[src/rtl/core/arb_pkg.sv]
package arb_pkg;

    // default fraction width of the rotation and sphere values
    localparam int FRAC_BITS_DEF = 14;

    localparam int CFG_INDEX_W = 3;
    localparam int CFG_DATA_W  = 16;

    // configuration register indexes
    localparam logic [CFG_INDEX_W-1:0] CFG_WIDTH    = 3'd0;
    localparam logic [CFG_INDEX_W-1:0] CFG_HEIGHT   = 3'd1;
    localparam logic [CFG_INDEX_W-1:0] CFG_RADIUS   = 3'd2;
    localparam logic [CFG_INDEX_W-1:0] CFG_OFFSET_X = 3'd3;
    localparam logic [CFG_INDEX_W-1:0] CFG_OFFSET_Y = 3'd4;

    localparam logic [12:0] WIDTH_RST  = 13'd640;
    localparam logic [12:0] HEIGHT_RST = 13'd480;
    localparam logic [15:0] RADIUS_RST = 16'd256;

    // event codes
    localparam logic [1:0] CMD_BEGIN = 2'd0;
    localparam logic [1:0] CMD_MOVE  = 2'd1;
    localparam logic [1:0] CMD_END   = 2'd2;
    localparam logic [1:0] CMD_NOP   = 2'd3;

    typedef enum logic [3:0] {
        ST_IDLE,
        ST_DEN_MUL,
        ST_DEN,
        ST_DIV_WAIT,
        ST_MAG_MUL,
        ST_MAG_ACC,
        ST_SQRT,
        ST_SQRT_WAIT,
        ST_NORM,
        ST_NORM_WAIT,
        ST_MAP_DONE,
        ST_MAC_MUL,
        ST_MAC_ACC,
        ST_MAC_WB,
        ST_OUT
    } state_t;

    // one multiply-accumulate term of the drag and product sequence
    typedef struct packed {
        logic       phase;  // 0: cross/dot of sphere points, 1: quaternion product
        logic [1:0] sa;
        logic [1:0] sb;
        logic       neg;
        logic       first;
        logic       last;
        logic [1:0] dst;
    } mac_op_t;

    localparam int MAC_STEPS = 25;
    localparam logic [4:0] MAC_LAST_STEP = 5'd24;

    function automatic mac_op_t mk_op(input logic ph, input logic [1:0] sa,
                                      input logic [1:0] sb, input logic neg,
                                      input logic first, input logic last,
                                      input logic [1:0] dst);
        mac_op_t op;
        op.phase = ph;
        op.sa    = sa;
        op.sb    = sb;
        op.neg   = neg;
        op.first = first;
        op.last  = last;
        op.dst   = dst;
        return op;
    endfunction

    function automatic mac_op_t mac_op(input logic [4:0] s);
        mac_op_t op;
        case (s)
            5'd0:    op = mk_op(1'b0, 2'd1, 2'd2, 1'b0, 1'b1, 1'b0, 2'd0);
            5'd1:    op = mk_op(1'b0, 2'd2, 2'd1, 1'b1, 1'b0, 1'b1, 2'd0);
            5'd2:    op = mk_op(1'b0, 2'd2, 2'd0, 1'b0, 1'b1, 1'b0, 2'd1);
            5'd3:    op = mk_op(1'b0, 2'd0, 2'd2, 1'b1, 1'b0, 1'b1, 2'd1);
            5'd4:    op = mk_op(1'b0, 2'd0, 2'd1, 1'b0, 1'b1, 1'b0, 2'd2);
            5'd5:    op = mk_op(1'b0, 2'd1, 2'd0, 1'b1, 1'b0, 1'b1, 2'd2);
            5'd6:    op = mk_op(1'b0, 2'd0, 2'd0, 1'b0, 1'b1, 1'b0, 2'd3);
            5'd7:    op = mk_op(1'b0, 2'd1, 2'd1, 1'b0, 1'b0, 1'b0, 2'd3);
            5'd8:    op = mk_op(1'b0, 2'd2, 2'd2, 1'b0, 1'b0, 1'b1, 2'd3);
            5'd9:    op = mk_op(1'b1, 2'd3, 2'd3, 1'b0, 1'b1, 1'b0, 2'd3);
            5'd10:   op = mk_op(1'b1, 2'd0, 2'd0, 1'b1, 1'b0, 1'b0, 2'd3);
            5'd11:   op = mk_op(1'b1, 2'd1, 2'd1, 1'b1, 1'b0, 1'b0, 2'd3);
            5'd12:   op = mk_op(1'b1, 2'd2, 2'd2, 1'b1, 1'b0, 1'b1, 2'd3);
            5'd13:   op = mk_op(1'b1, 2'd3, 2'd0, 1'b0, 1'b1, 1'b0, 2'd0);
            5'd14:   op = mk_op(1'b1, 2'd0, 2'd3, 1'b0, 1'b0, 1'b0, 2'd0);
            5'd15:   op = mk_op(1'b1, 2'd1, 2'd2, 1'b0, 1'b0, 1'b0, 2'd0);
            5'd16:   op = mk_op(1'b1, 2'd2, 2'd1, 1'b1, 1'b0, 1'b1, 2'd0);
            5'd17:   op = mk_op(1'b1, 2'd3, 2'd1, 1'b0, 1'b1, 1'b0, 2'd1);
            5'd18:   op = mk_op(1'b1, 2'd0, 2'd2, 1'b1, 1'b0, 1'b0, 2'd1);
            5'd19:   op = mk_op(1'b1, 2'd1, 2'd3, 1'b0, 1'b0, 1'b0, 2'd1);
            5'd20:   op = mk_op(1'b1, 2'd2, 2'd0, 1'b0, 1'b0, 1'b1, 2'd1);
            5'd21:   op = mk_op(1'b1, 2'd3, 2'd2, 1'b0, 1'b1, 1'b0, 2'd2);
            5'd22:   op = mk_op(1'b1, 2'd0, 2'd1, 1'b0, 1'b0, 1'b0, 2'd2);
            5'd23:   op = mk_op(1'b1, 2'd1, 2'd0, 1'b1, 1'b0, 1'b0, 2'd2);
            5'd24:   op = mk_op(1'b1, 2'd2, 2'd3, 1'b0, 1'b0, 1'b1, 2'd2);
            default: op = mk_op(1'b1, 2'd0, 2'd0, 1'b0, 1'b1, 1'b1, 2'd0);
        endcase
        return op;
    endfunction

endpackage

[src/rtl/core/arb_if.sv]
interface arb_in_if;
    logic               valid;
    logic               ready;
    logic [1:0]         cmd;
    logic signed [15:0] point_x;
    logic signed [15:0] point_y;

    modport source (output valid, output cmd, output point_x, output point_y, input ready);
    modport sink (input valid, input cmd, input point_x, input point_y, output ready);
endinterface

interface arb_out_if;
    logic               valid;
    logic               ready;
    logic signed [15:0] rot_x;
    logic signed [15:0] rot_y;
    logic signed [15:0] rot_z;
    logic signed [15:0] rot_w;
    logic               dragging;

    modport source (output valid, output rot_x, output rot_y, output rot_z, output rot_w,
                    output dragging, input ready);
    modport sink (input valid, input rot_x, input rot_y, input rot_z, input rot_w,
                  input dragging, output ready);
endinterface

[src/rtl/core/arb_div.sv]
module arb_div #(
    parameter int WD = 29,
    parameter int QB = 16
) (
    input  logic          clk,
    input  logic          rst_n,
    input  logic          start,
    input  logic [WD-1:0] r0,
    input  logic [QB-1:0] feed,
    input  logic [WD-1:0] den,
    output logic          done,
    output logic [QB-1:0] quo
);

    localparam int CW = $clog2(QB);

    logic [WD:0]   rem_reg;
    logic [QB-1:0] feed_reg;
    logic [QB-1:0] quo_reg;
    logic [WD-1:0] den_reg;
    logic [CW-1:0] cnt_reg;
    logic          run_reg;
    logic          done_reg;

    logic [WD:0] trial;
    logic        qbit;

    // restoring step: shift in one dividend bit, subtract when it fits
    always_comb
    begin
        trial = {rem_reg[WD-1:0], feed_reg[QB-1]};
        qbit  = trial >= {1'b0, den_reg};
    end

    always_ff @(posedge clk or negedge rst_n)
    begin
        if (!rst_n)
        begin
            run_reg  <= 1'b0;
            done_reg <= 1'b0;
            cnt_reg  <= '0;
        end
        else
        begin
            done_reg <= 1'b0;
            if (start)
            begin
                run_reg <= 1'b1;
                cnt_reg <= '0;
            end
            else if (run_reg)
            begin
                cnt_reg <= cnt_reg + CW'(1);
                if (cnt_reg == CW'(QB - 1))
                begin
                    run_reg  <= 1'b0;
                    done_reg <= 1'b1;
                end
            end
        end
    end

    always_ff @(posedge clk)
    begin
        if (start)
        begin
            rem_reg  <= {1'b0, r0};
            feed_reg <= feed;
            den_reg  <= den;
            quo_reg  <= '0;
        end
        else if (run_reg)
        begin
            rem_reg  <= qbit ? (trial - {1'b0, den_reg}) : trial;
            feed_reg <= {feed_reg[QB-2:0], 1'b0};
            quo_reg  <= {quo_reg[QB-2:0], qbit};
        end
    end

    assign done = done_reg;
    assign quo  = quo_reg;

endmodule

[src/rtl/core/arb_sqrt.sv]
module arb_sqrt #(
    parameter int RB = 16
) (
    input  logic            clk,
    input  logic            rst_n,
    input  logic            start,
    input  logic [2*RB-1:0] radicand,
    output logic            done,
    output logic [RB-1:0]   root
);

    localparam int RW = RB + 3;
    localparam int CW = $clog2(RB);

    logic [2*RB-1:0] rad_reg;
    logic [RW-1:0]   rem_reg;
    logic [RB-1:0]   root_reg;
    logic [CW-1:0]   cnt_reg;
    logic            run_reg;
    logic            done_reg;

    logic [RW-1:0] rem_t;
    logic [RW-1:0] trial;
    logic          fit;

    // two radicand bits per step, one root bit out
    always_comb
    begin
        rem_t = {rem_reg[RW-3:0], rad_reg[2*RB-1:2*RB-2]};
        trial = RW'({root_reg, 2'b01});
        fit   = rem_t >= trial;
    end

    always_ff @(posedge clk or negedge rst_n)
    begin
        if (!rst_n)
        begin
            run_reg  <= 1'b0;
            done_reg <= 1'b0;
            cnt_reg  <= '0;
        end
        else
        begin
            done_reg <= 1'b0;
            if (start)
            begin
                run_reg <= 1'b1;
                cnt_reg <= '0;
            end
            else if (run_reg)
            begin
                cnt_reg <= cnt_reg + CW'(1);
                if (cnt_reg == CW'(RB - 1))
                begin
                    run_reg  <= 1'b0;
                    done_reg <= 1'b1;
                end
            end
        end
    end

    always_ff @(posedge clk)
    begin
        if (start)
        begin
            rad_reg  <= radicand;
            rem_reg  <= '0;
            root_reg <= '0;
        end
        else if (run_reg)
        begin
            rad_reg  <= {rad_reg[2*RB-3:0], 2'b00};
            rem_reg  <= fit ? (rem_t - trial) : rem_t;
            root_reg <= {root_reg[RB-2:0], fit};
        end
    end

    assign done = done_reg;
    assign root = root_reg;

endmodule

[src/rtl/core/arcball_rotation_tracker.sv]
// channel  | dir | handshake    | payload
// ---------+-----+--------------+----------------------------------------------
// req      | in  | valid/ready  | cmd, point_x, point_y
// rsp      | out | valid/ready  | rot_x, rot_y, rot_z, rot_w (low 16 bits), dragging
// cfg      | in  | cfg_we       | cfg_index, cfg_data
//
// end, no-op and rejected events go straight to the output state (ST_OUT)
// begin: each axis numerator is scaled through the divider (skipped when it is zero or
// saturates), then the squared magnitude and its root are formed and, off the ball, both
// axes are normalized by division; move adds the multiply-accumulate; QB = RB = FRAC_BITS+2
// reset gives identity rotation, no drag and the default window registers
// one item at a time; a stalled result holds in the output register and the next item waits in ST_OUT
module arcball_rotation_tracker #(
    parameter int FRAC_BITS = arb_pkg::FRAC_BITS_DEF
) (
    input  logic                             clk,
    input  logic                             rst_n,
    arb_in_if.sink                           req,
    arb_out_if.source                        rsp,
    input  logic                             cfg_we,
    input  logic [arb_pkg::CFG_INDEX_W-1:0]  cfg_index,
    input  logic [arb_pkg::CFG_DATA_W-1:0]   cfg_data
);

    localparam int F  = FRAC_BITS;
    localparam int VW = F + 3;                  // signed sphere / rotation values
    localparam int MW = (F + 3 > 17) ? F + 3 : 17;
    localparam int PW = 2 * MW;
    localparam int AW = PW + 2;
    localparam int QB = F + 2;                  // quotient and root bits
    localparam int WD = (F + 2 > 29) ? F + 2 : 29;
    localparam int SW = 2 * F + 4;
    localparam int XW = (VW > 16) ? VW : 16;

    localparam logic [QB-1:0]        LIM   = QB'(1) << (F + 1);     // 2.0
    localparam logic [SW-1:0]        ONE2  = SW'(1) << (2 * F);     // 1.0 squared
    localparam logic signed [AW-1:0] HALF  = AW'(1) << (F - 1);
    localparam logic signed [AW-1:0] ALIM  = AW'(1) << F;
    localparam logic signed [AW-1:0] RLIM  = (AW'(1) << (F + 1)) - AW'(1);
    localparam logic signed [VW-1:0] V_ONE = VW'(1) << F;

    // configuration
    logic [12:0]        width_reg;
    logic [12:0]        height_reg;
    logic [15:0]        radius_reg;
    logic signed [15:0] offx_reg;
    logic signed [15:0] offy_reg;

    // tracker state
    logic               drag_reg;
    logic signed [VW-1:0] rnow_reg  [4];
    logic signed [VW-1:0] rdown_reg [4];
    logic signed [VW-1:0] fdown_reg [3];
    logic signed [VW-1:0] to_reg    [3];
    logic signed [VW-1:0] a_reg     [4];

    // sequencer and datapath
    arb_pkg::state_t state_reg, state_next;
    logic [1:0]     cmd_reg;
    logic [17:0]    nmx_reg, nmy_reg;
    logic           nnx_reg, nny_reg;
    logic           axis_reg;
    logic [4:0]     step_reg;
    logic [QB-1:0]  ax_reg, ay_reg, z_reg, s_reg;
    logic           sx_reg, sy_reg, big_reg;
    logic signed [PW-1:0] prod_reg;
    logic signed [AW-1:0] acc_reg;

    // result register
    logic               ovalid_reg;
    logic [15:0]        orot_reg [4];
    logic               odrag_reg;

    logic in_fire, out_load, map_wr, div_start, sqrt_start;
    logic [QB-1:0] map_q;
    logic          in_win;
    logic signed [18:0] numx, numy;
    logic [17:0]   nm_sel;
    logic          ovf;

    logic          div_done, sqrt_done;
    logic [QB-1:0] div_quo, sqrt_root;
    logic [WD-1:0] div_r0, div_den;
    logic [QB-1:0] div_feed;
    logic [SW-1:0] mag, sqrt_rad;

    arb_pkg::mac_op_t op;
    logic signed [VW-1:0] op_a, op_b;
    logic signed [MW-1:0] mul_a, mul_b;
    logic signed [AW-1:0] prod_ext, rnd, rnd_sat;
    logic signed [VW-1:0] vec [3];
    logic signed [XW-1:0] rext [4];

    assign in_fire = req.valid && req.ready;
    assign req.ready = (state_reg == arb_pkg::ST_IDLE);

    // window test and centered numerators of the incoming point
    always_comb
    begin
        logic signed [16:0] px, py, ox, oy;
        px = 17'(req.point_x);
        py = 17'(req.point_y);
        ox = 17'(offx_reg);
        oy = 17'(offy_reg);
        in_win = (px >= ox) && (px < ox + 17'($signed({1'b0, width_reg})))
              && (py >= oy) && (py < oy + 17'($signed({1'b0, height_reg})));
        numx = 19'(offx_reg) + 19'($signed({1'b0, width_reg[12:1]})) - 19'(req.point_x);
        numy = 19'(req.point_y) - 19'(offy_reg) - 19'($signed({1'b0, height_reg[12:1]}));
    end

    assign nm_sel = axis_reg ? nmy_reg : nmx_reg;
    assign ovf    = WD'({nm_sel, 7'b0}) >= WD'(prod_reg[28:0]);
    assign mag    = acc_reg[SW-1:0];
    assign sqrt_rad = (mag > ONE2) ? mag : (ONE2 - mag);

    // divider operands: screen-to-ball scaling or rim normalization
    always_comb
    begin
        logic [QB-1:0] am;
        am = axis_reg ? ay_reg : ax_reg;
        if (state_reg == arb_pkg::ST_NORM)
        begin
            div_r0   = WD'(am >> 2);
            div_feed = {am[1:0], F'(0)};
            div_den  = WD'(s_reg);
        end
        else
        begin
            div_r0   = WD'({nm_sel, 7'b0});
            div_feed = '0;
            div_den  = WD'(prod_reg[28:0]);
        end
    end

    // operand pick for the multiply-accumulate sequence
    always_comb
    begin
        op = arb_pkg::mac_op(step_reg);
        if (op.phase)
        begin
            op_a = a_reg[op.sa];
            op_b = rdown_reg[op.sb];
        end
        else
        begin
            case (op.sa)
                2'd0:    op_a = fdown_reg[0];
                2'd1:    op_a = fdown_reg[1];
                default: op_a = fdown_reg[2];
            endcase
            case (op.sb)
                2'd0:    op_b = to_reg[0];
                2'd1:    op_b = to_reg[1];
                default: op_b = to_reg[2];
            endcase
        end
    end

    // shared multiplier inputs
    always_comb
    begin
        case (state_reg)
            arb_pkg::ST_DEN_MUL:
            begin
                mul_a = MW'($signed({1'b0, radius_reg}));
                mul_b = axis_reg ? MW'($signed({1'b0, height_reg}))
                                 : MW'($signed({1'b0, width_reg}));
            end
            arb_pkg::ST_MAG_MUL:
            begin
                mul_a = step_reg[0] ? MW'($signed({1'b0, ay_reg}))
                                    : MW'($signed({1'b0, ax_reg}));
                mul_b = mul_a;
            end
            default:
            begin
                mul_a = MW'(op_a);
                mul_b = MW'(op_b);
            end
        endcase
    end

    // round half up to Q(F), then clamp to the term's limit
    always_comb
    begin
        prod_ext = AW'(prod_reg);
        rnd = (acc_reg + HALF) >>> F;
        if (op.phase)
            rnd_sat = (rnd > RLIM) ? RLIM : ((rnd < -RLIM) ? -RLIM : rnd);
        else
            rnd_sat = (rnd > ALIM) ? ALIM : ((rnd < -ALIM) ? -ALIM : rnd);
    end

    // signed sphere point from magnitudes
    always_comb
    begin
        logic signed [VW-1:0] vx, vy;
        vx = VW'({1'b0, ax_reg});
        vy = VW'({1'b0, ay_reg});
        vec[0] = sx_reg ? -vx : vx;
        vec[1] = sy_reg ? -vy : vy;
        vec[2] = VW'({1'b0, z_reg});
        for (int i = 0; i < 4; i++)
            rext[i] = XW'(rnow_reg[i]);
    end

    // sequencer
    always_comb
    begin
        state_next = state_reg;
        map_wr     = 1'b0;
        map_q      = '0;
        div_start  = 1'b0;
        sqrt_start = 1'b0;
        out_load   = 1'b0;
        case (state_reg)
            arb_pkg::ST_IDLE:
            begin
                if (in_fire)
                begin
                    case (req.cmd)
                        arb_pkg::CMD_BEGIN:
                            state_next = in_win ? arb_pkg::ST_DEN_MUL : arb_pkg::ST_OUT;
                        arb_pkg::CMD_MOVE:
                            state_next = drag_reg ? arb_pkg::ST_DEN_MUL : arb_pkg::ST_OUT;
                        default:
                            state_next = arb_pkg::ST_OUT;
                    endcase
                end
            end
            arb_pkg::ST_DEN_MUL:
                state_next = arb_pkg::ST_DEN;
            arb_pkg::ST_DEN:
            begin
                if (nm_sel == '0)
                    map_wr = 1'b1;
                else if (ovf)
                begin
                    map_wr = 1'b1;
                    map_q  = LIM;
                end
                else
                begin
                    div_start  = 1'b1;
                    state_next = arb_pkg::ST_DIV_WAIT;
                end
            end
            arb_pkg::ST_DIV_WAIT:
            begin
                if (div_done)
                begin
                    map_wr = 1'b1;
                    map_q  = (div_quo > LIM) ? LIM : div_quo;
                end
            end
            arb_pkg::ST_MAG_MUL:
                state_next = arb_pkg::ST_MAG_ACC;
            arb_pkg::ST_MAG_ACC:
                state_next = step_reg[0] ? arb_pkg::ST_SQRT : arb_pkg::ST_MAG_MUL;
            arb_pkg::ST_SQRT:
            begin
                sqrt_start = 1'b1;
                state_next = arb_pkg::ST_SQRT_WAIT;
            end
            arb_pkg::ST_SQRT_WAIT:
            begin
                if (sqrt_done)
                    state_next = big_reg ? arb_pkg::ST_NORM : arb_pkg::ST_MAP_DONE;
            end
            arb_pkg::ST_NORM:
            begin
                div_start  = 1'b1;
                state_next = arb_pkg::ST_NORM_WAIT;
            end
            arb_pkg::ST_NORM_WAIT:
            begin
                if (div_done)
                    state_next = axis_reg ? arb_pkg::ST_MAP_DONE : arb_pkg::ST_NORM;
            end
            arb_pkg::ST_MAP_DONE:
                state_next = (cmd_reg == arb_pkg::CMD_BEGIN) ? arb_pkg::ST_OUT
                                                             : arb_pkg::ST_MAC_MUL;
            arb_pkg::ST_MAC_MUL:
                state_next = arb_pkg::ST_MAC_ACC;
            arb_pkg::ST_MAC_ACC:
                state_next = op.last ? arb_pkg::ST_MAC_WB : arb_pkg::ST_MAC_MUL;
            arb_pkg::ST_MAC_WB:
                state_next = (step_reg == arb_pkg::MAC_LAST_STEP) ? arb_pkg::ST_OUT
                                                                  : arb_pkg::ST_MAC_MUL;
            arb_pkg::ST_OUT:
            begin
                if (!ovalid_reg || rsp.ready)
                begin
                    out_load   = 1'b1;
                    state_next = arb_pkg::ST_IDLE;
                end
            end
            default:
                state_next = arb_pkg::ST_IDLE;
        endcase
        // a finished axis moves on to the other one or to the magnitude
        if (map_wr)
            state_next = axis_reg ? arb_pkg::ST_MAG_MUL : arb_pkg::ST_DEN_MUL;
    end

    always_ff @(posedge clk or negedge rst_n)
    begin
        if (!rst_n)
            state_reg <= arb_pkg::ST_IDLE;
        else
            state_reg <= state_next;
    end

    // configuration, drag flag and rotation state
    always_ff @(posedge clk or negedge rst_n)
    begin
        if (!rst_n)
        begin
            width_reg  <= arb_pkg::WIDTH_RST;
            height_reg <= arb_pkg::HEIGHT_RST;
            radius_reg <= arb_pkg::RADIUS_RST;
            offx_reg   <= '0;
            offy_reg   <= '0;
            drag_reg   <= 1'b0;
            ovalid_reg <= 1'b0;
            for (int i = 0; i < 3; i++)
            begin
                rnow_reg[i]  <= '0;
                rdown_reg[i] <= '0;
                fdown_reg[i] <= '0;
            end
            rnow_reg[3]  <= V_ONE;
            rdown_reg[3] <= V_ONE;
        end
        else
        begin
            if (cfg_we)
            begin
                case (cfg_index)
                    arb_pkg::CFG_WIDTH:    width_reg  <= cfg_data[12:0];
                    arb_pkg::CFG_HEIGHT:   height_reg <= cfg_data[12:0];
                    arb_pkg::CFG_RADIUS:   radius_reg <= cfg_data;
                    arb_pkg::CFG_OFFSET_X: offx_reg   <= cfg_data;
                    arb_pkg::CFG_OFFSET_Y: offy_reg   <= cfg_data;
                    default: ;
                endcase
            end
            if (in_fire)
            begin
                if (req.cmd == arb_pkg::CMD_BEGIN && in_win)
                begin
                    drag_reg <= 1'b1;
                    for (int i = 0; i < 4; i++)
                        rdown_reg[i] <= rnow_reg[i];
                end
                else if (req.cmd == arb_pkg::CMD_END)
                    drag_reg <= 1'b0;
            end
            if (state_reg == arb_pkg::ST_MAP_DONE && cmd_reg == arb_pkg::CMD_BEGIN)
            begin
                for (int i = 0; i < 3; i++)
                    fdown_reg[i] <= vec[i];
            end
            if (state_reg == arb_pkg::ST_MAC_WB && op.phase)
                rnow_reg[op.dst] <= rnd_sat[VW-1:0];
            if (out_load)
                ovalid_reg <= 1'b1;
            else if (rsp.ready)
                ovalid_reg <= 1'b0;
        end
    end

    // working registers of one item
    always_ff @(posedge clk or negedge rst_n)
    begin
        if (!rst_n)
        begin
            axis_reg <= 1'b0;
            step_reg <= '0;
        end
        else
        begin
            case (state_reg)
                arb_pkg::ST_IDLE:
                begin
                    axis_reg <= 1'b0;
                    step_reg <= '0;
                end
                arb_pkg::ST_MAG_ACC:
                    step_reg <= step_reg + 5'd1;
                arb_pkg::ST_NORM_WAIT:
                    if (div_done)
                        axis_reg <= ~axis_reg;
                arb_pkg::ST_MAP_DONE:
                    step_reg <= '0;
                arb_pkg::ST_MAC_ACC:
                    if (!op.last)
                        step_reg <= step_reg + 5'd1;
                arb_pkg::ST_MAC_WB:
                    step_reg <= step_reg + 5'd1;
                default: ;
            endcase
            if (map_wr)
            begin
                axis_reg <= ~axis_reg;
                step_reg <= '0;
            end
        end
    end

    always_ff @(posedge clk)
    begin
        if (in_fire)
        begin
            cmd_reg <= req.cmd;
            nmx_reg <= numx[18] ? 18'(-numx) : numx[17:0];
            nmy_reg <= numy[18] ? 18'(-numy) : numy[17:0];
            nnx_reg <= numx[18];
            nny_reg <= numy[18];
        end
        if (state_reg == arb_pkg::ST_DEN_MUL || state_reg == arb_pkg::ST_MAG_MUL
            || state_reg == arb_pkg::ST_MAC_MUL)
            prod_reg <= mul_a * mul_b;
        if (map_wr)
        begin
            if (axis_reg)
            begin
                ay_reg <= map_q;
                sy_reg <= nny_reg;
            end
            else
            begin
                ax_reg <= map_q;
                sx_reg <= nnx_reg;
            end
        end
        if (state_reg == arb_pkg::ST_MAG_ACC)
            acc_reg <= step_reg[0] ? (acc_reg + prod_ext) : prod_ext;
        if (state_reg == arb_pkg::ST_SQRT)
            big_reg <= mag > ONE2;
        if (state_reg == arb_pkg::ST_SQRT_WAIT && sqrt_done)
        begin
            // off the ball: the root scales the point onto the rim
            if (big_reg)
            begin
                s_reg <= sqrt_root;
                z_reg <= '0;
            end
            else
                z_reg <= sqrt_root;
        end
        if (state_reg == arb_pkg::ST_NORM_WAIT && div_done)
        begin
            if (axis_reg)
                ay_reg <= div_quo;
            else
                ax_reg <= div_quo;
        end
        if (state_reg == arb_pkg::ST_MAP_DONE && cmd_reg != arb_pkg::CMD_BEGIN)
        begin
            for (int i = 0; i < 3; i++)
                to_reg[i] <= vec[i];
        end
        if (state_reg == arb_pkg::ST_MAC_ACC)
            acc_reg <= (op.first ? '0 : acc_reg) + (op.neg ? -prod_ext : prod_ext);
        if (state_reg == arb_pkg::ST_MAC_WB && !op.phase)
            a_reg[op.dst] <= rnd_sat[VW-1:0];
        if (out_load)
        begin
            for (int i = 0; i < 4; i++)
                orot_reg[i] <= rext[i][15:0];
            odrag_reg <= drag_reg;
        end
    end

    arb_div #(
        .WD(WD),
        .QB(QB)
    ) u_div (
        .clk   (clk),
        .rst_n (rst_n),
        .start (div_start),
        .r0    (div_r0),
        .feed  (div_feed),
        .den   (div_den),
        .done  (div_done),
        .quo   (div_quo)
    );

    arb_sqrt #(
        .RB(QB)
    ) u_sqrt (
        .clk      (clk),
        .rst_n    (rst_n),
        .start    (sqrt_start),
        .radicand (sqrt_rad),
        .done     (sqrt_done),
        .root     (sqrt_root)
    );

    assign rsp.valid    = ovalid_reg;
    assign rsp.rot_x    = orot_reg[0];
    assign rsp.rot_y    = orot_reg[1];
    assign rsp.rot_z    = orot_reg[2];
    assign rsp.rot_w    = orot_reg[3];
    assign rsp.dragging = odrag_reg;

    // an end item always leaves the drag off
    a_end_stops: assert property (@(posedge clk) disable iff (!rst_n)
        in_fire && req.cmd == arb_pkg::CMD_END |=> !drag_reg)
        else $error("drag still active after end item");

    // the current rotation only changes at product write-back
    a_rot_write: assert property (@(posedge clk) disable iff (!rst_n)
        state_reg != arb_pkg::ST_MAC_WB |=> $stable(rnow_reg[3]) && $stable(rnow_reg[0]))
        else $error("rotation changed outside write-back");

    // one item in flight at a time
    a_one_item: assert property (@(posedge clk) disable iff (!rst_n)
        in_fire |=> !req.ready)
        else $error("second item taken while busy");

endmodule
[src/flat_wrapper.sv]
// flat-port wrapper written by rule: the top's interface ports become plain ports
module arcball_rotation_tracker_flat 
#(
    parameter int FRAC_BITS = arb_pkg::FRAC_BITS_DEF
)
  (clk, rst_n, cfg_we, cfg_index, cfg_data, req_valid, req_cmd, req_point_x, req_point_y, req_ready, rsp_valid, rsp_rot_x, rsp_rot_y, rsp_rot_z, rsp_rot_w, rsp_dragging, rsp_ready);
  arb_in_if req_i ();
  arb_out_if rsp_i ();
  input  logic clk;
  input  logic rst_n;
  input  logic cfg_we;
  input  logic [arb_pkg::CFG_INDEX_W-1:0] cfg_index;
  input  logic [arb_pkg::CFG_DATA_W-1:0] cfg_data;
  input wire logic [$bits(req_i.valid)-1:0] req_valid;
  input wire logic [$bits(req_i.cmd)-1:0] req_cmd;
  input wire logic [$bits(req_i.point_x)-1:0] req_point_x;
  input wire logic [$bits(req_i.point_y)-1:0] req_point_y;
  output wire logic [$bits(req_i.ready)-1:0] req_ready;
  output wire logic [$bits(rsp_i.valid)-1:0] rsp_valid;
  output wire logic [$bits(rsp_i.rot_x)-1:0] rsp_rot_x;
  output wire logic [$bits(rsp_i.rot_y)-1:0] rsp_rot_y;
  output wire logic [$bits(rsp_i.rot_z)-1:0] rsp_rot_z;
  output wire logic [$bits(rsp_i.rot_w)-1:0] rsp_rot_w;
  output wire logic [$bits(rsp_i.dragging)-1:0] rsp_dragging;
  input wire logic [$bits(rsp_i.ready)-1:0] rsp_ready;
  assign req_i.valid = req_valid;
  assign req_i.cmd = req_cmd;
  assign req_i.point_x = req_point_x;
  assign req_i.point_y = req_point_y;
  assign req_ready = req_i.ready;
  assign rsp_valid = rsp_i.valid;
  assign rsp_rot_x = rsp_i.rot_x;
  assign rsp_rot_y = rsp_i.rot_y;
  assign rsp_rot_z = rsp_i.rot_z;
  assign rsp_rot_w = rsp_i.rot_w;
  assign rsp_dragging = rsp_i.dragging;
  assign rsp_i.ready = rsp_ready;
  arcball_rotation_tracker #(.FRAC_BITS(FRAC_BITS)) u_core (.clk(clk), .rst_n(rst_n), .req(req_i), .rsp(rsp_i), .cfg_we(cfg_we), .cfg_index(cfg_index), .cfg_data(cfg_data));
endmodule
[config.mk]
export PLATFORM = sky130hd
export DESIGN_NAME = arcball_rotation_tracker_flat
export DESIGN_NICKNAME = d
export VERILOG_FILES = /design/src/rtl/core/arb_pkg.sv /design/src/rtl/core/arb_if.sv /design/src/rtl/core/arb_div.sv /design/src/rtl/core/arb_sqrt.sv /design/src/rtl/core/arcball_rotation_tracker.sv /design/src/flat_wrapper.sv
export SDC_FILE = /design/constraint.sdc
export NUM_CORES = 2
export LEC_CHECK = 0
export BUFFER_PORTS_ARGS = -buffer_cell sky130_fd_sc_hd__buf_4
export CELL_PAD_IN_SITES_DETAIL_PLACEMENT = 2
export CELL_PAD_IN_SITES_GLOBAL_PLACEMENT = 2
export CORE_MARGIN = 1.5
export CORE_UTILIZATION = 39
export DETAILED_ROUTE_END_ITERATION = 7
export PLACE_DENSITY_LB_ADDON = 0.1
export SLEW_MARGIN = 25
export SYNTH_ARGS = -nofsm -noshare
export SYNTH_HDL_FRONTEND = slang
export SYNTH_SLANG_ARGS = --single-unit
[constraint.sdc]
create_clock -name clk -period 9.4 [get_ports clk]
set_input_delay 1.41 -clock clk [delete_from_list [all_inputs] [get_ports clk]]
set_output_delay 1.41 -clock clk [all_outputs]
set_load 0.05 [all_outputs]
==> flow_summary_export.csv <==
group,metric,value,unit
outcome,outcome,"finished, final reports clean",
worst_setup_path,worstPathRequired,9820,ps
logic_synthesis,synth-seq-area-share,37.1,%
cells_and_area,final_util,45.2,%
grt,grt_pass1_wl,328000,µm
logic_synthesis,synth_top_family_by_area,"adder cells",
logic_synthesis,synth-edff-count,452,
sta,whs,460,ps
grt,grt_pass1_vias,49972,
die,die_y,390,µm
sta,fin_crit,9210,ps
clocking,clkTransAtPathRegs,60,ps
die,io_pins,125,
clocking,clock_latency,720,ps
sta,tightest_slew,1110,ps
logic_synthesis,syn_area,0.0584,mm²
worst_setup_path,path_class,"flop to flop",
logic_synthesis,synth_fa_ha_area_share,19.3,%
grt,grt_start_max_net_pins,109,
logic_synthesis,synthXorXnorAreaFrac,4.75,%
cells_and_area,nNetsFinal,6813,
logic_synthesis,synthCells,5776,
worst_setup_path,crit_arrival,9630,ps
sta,maxSlewViolCount,0,
worst_setup_path,slowest_delay,570,ps
clocking,ctsHoldBuffers,0,
logic_synthesis,yosysTopAreaCellShare,23.2,%
grt,antenna_found_initial,19,
clocking,cts_buffers,93,
route,wire_per_inst,27.7,µm
route,drt_first_iter_violations,2968,
route,wl,223000,µm
worst_hold_path,hold_depth,0,
sta,fmax,109,MHz
worst_setup_path,rr_worst_depth,40,
route,viasPerCell,5.70,
logic_synthesis,synth_seq_cells,785,
logic_synthesis,synth.top_cells.by_area,"edfxtp_1 23%, dfrtp_1 12%, fa_1 11%",
clocking,cts_buffer_depth,3,
clocking,clock_sinks,785,
worst_setup_path,r2r-end,"u_core.prod_reg[26]$_DFFE_PP_",
grt,grtUsageTotal,28.7,%
worst_setup_path,path_buf_inv,12,
route,num_vias,45933,
die,fp.coreArea,0.148,mm²
logic_synthesis,ys_warn_count,0,
placed_design,portBuffers,124,
die,start_util,39.4,%
worst_setup_path,crit_slowest_cell,"fa_1",
route,first_pass_iters,7,
logic_synthesis,synth_nets,6541,
worst_hold_path,worstHoldStart,"u_core.rext[60]$_DFFE_PN0P_",
logic_synthesis,syn_area_per_cell,10.1,µm²
cells_and_area,syn2layout_area_growth,14.7,%
worst_setup_path,endpoint_kind,"flop",
die,die_w,390,µm
logic_synthesis,synth_cell_type_count,92,
logic_synthesis,async_flop_share,36.2,%
route,antenna_left,0,
logic_synthesis,synth_compound_area_share,13.0,%
logic_synthesis,yosys.area.top_type,"edfxtp_1",
logic_synthesis,synthFlopType,"edfxtp_1",
worst_setup_path,cpLargestDelayFamily,"adder cells",
worst_setup_path,r2r-start,"u_core.step_reg[0]$_DFFE_PN0P_",
logic_synthesis,synth_mux_area_share,7.62,%
clocking,cts-root-buf,"clkbuf_16",
logic_synthesis,synth_simple_gate_area_share,12.6,%
worst_hold_path,holdPathEnd,"u_core.orot_reg[0][9]$_DFFE_PP_",
cells_and_area,final_cell_mix,"606 x inv_1, 457 x nand2_1, 452 x edfxtp_1",
worst_setup_path,startpoint_type,"flop",
clocking,cts_tree,"done",
sta,relSlewSlack,25.7,%
worst_hold_path,hp-class,"flop to flop",
grt,grt_remaining_overflow,0,
sta,finalSetupViolCount,0,
die,rows,141,
die,die-area,0.152,mm²
sta,post-route-period-util,98.0,%
worst_setup_path,path_max_fanout,7,
cells_and_area,post-route-cell-area,0.0670,mm²
clocking,htreeDepth,3,
placed_design,dpl.hpwl,171000,µm
flow_run,cap_violations,0,
cells_and_area,final_common_cell,"inv_1",
sta,hold_viol_final,0,
route,drc,0,
placed_design,gp_congestion,0.891,
cells_and_area,drive_above_1_share,15.9,%
worst_setup_path,cp_common_cell,"fa_1",
placed_design,placed_area,0.0631,mm²
sta,skew,58.6,ps
worst_setup_path,reg2reg_slack,190,ps
==> through the flow <==
stage | instances | worst slack (ps) | setup TNS (ps)
2_1_floorplan | 5776 | 38.9 | 0
3_3_place_gp | 7850 | 76.5 | 0
3_5_place_dp | 7851 | -161 | -507
4_1_cts | 8032 | 0.377 | 0
5_1_grt | 8058 | -204 | -557
6_report | 8059 | 187 | 0
==> metal layers <==
layer / track usage, % / share of wire (%)
met1: 39.7 / 45
met2: 47.9 / 48
met3: 2.84 / 4.2
met4: 8.03 / 2.9
met5: 0 / 0.022
==> synthesized netlist by cell type, types with 55 or more instances <==
cell,number
nand3_1,60
nor2b_1,111
a21oi_1,312
inv_1,607
nor3_1,86
ha_1,382
nand2_1,459
nor2_1,367
mux2i_1,149
and2_1,184
a211oi_1,105
mux2_2,227
dfrtp_1,275
xnor2_1,205
o21ai_0,276
fa_1,325
edfxtp_1,452
a21o_1,107
clkbuf_1,183
nand2b_1,55
xor2_1,112
==> worst reg2reg max path, delay by kind of cell, from the launching register on <==
family	cells	cell delay, ps
flip-flops	1	430
adder cells (fa/ha/maj)	8	3650
XOR/XNOR	1	80
AND/OR/NAND/NOR	4	660
multiplexers	1	90
buffers and inverters	12	1530
AO/OA/AOI/OAI	14	2470
==> cells by family after synthesis <==
group                      Yosys count
adders and majority gates          707
buffers and inverters              853
and+or+nand+nor                   1520
AOI/OAI and AO/OA                 1200
xor gates and xnor gates           317
DFF                                785
muxes                              394
==> worst max-delay path by stage <==
stage	startpoint	end	depth (start not counted)
3_5_place_dp	u_core.step_reg[0]$_DFFE_PN0P_	u_core.prod_reg[32]$_DFFE_PP_	33
6_report	u_core.step_reg[0]$_DFFE_PN0P_	u_core.prod_reg[26]$_DFFE_PP_	40
2_1_floorplan	u_core.step_reg[0]$_DFFE_PN0P_	u_core.prod_reg[32]$_DFFE_PP_	41
5_1_grt	u_core.step_reg[0]$_DFFE_PN0P_	u_core.prod_reg[26]$_DFFE_PP_	39
4_1_cts	u_core.step_reg[0]$_DFFE_PN0P_	u_core.prod_reg[30]$_DFFE_PP_	36
3_3_place_gp	u_core.step_reg[0]$_DFFE_PN0P_	u_core.prod_reg[32]$_DFFE_PP_	34
==> timing repair <==
item / 4_1_cts / 5_1_grt
cloned: 0 / 3
setup buffers: 6 / 22
gates resized for setup: 21 / 69
setup endpoints to repair: 7 / 11
pin swaps: 3 / 11
==> cell type report <==
cell class,instances,area [µm²]
Multi-Input combinational cell,4138,34100
Clock buffer,130,2640
Clock inverter,45,520
Inverter,612,2300
Antenna cell,1,2.50
Timing Repair Buffer,418,3420
Tap cell,1930,2410
Sequential cell,785,21700
Fill cell,15476,81100
Power is not shown: default switching activity piles up to over one toggle a cycle in this logic, so the estimate is an artifact.
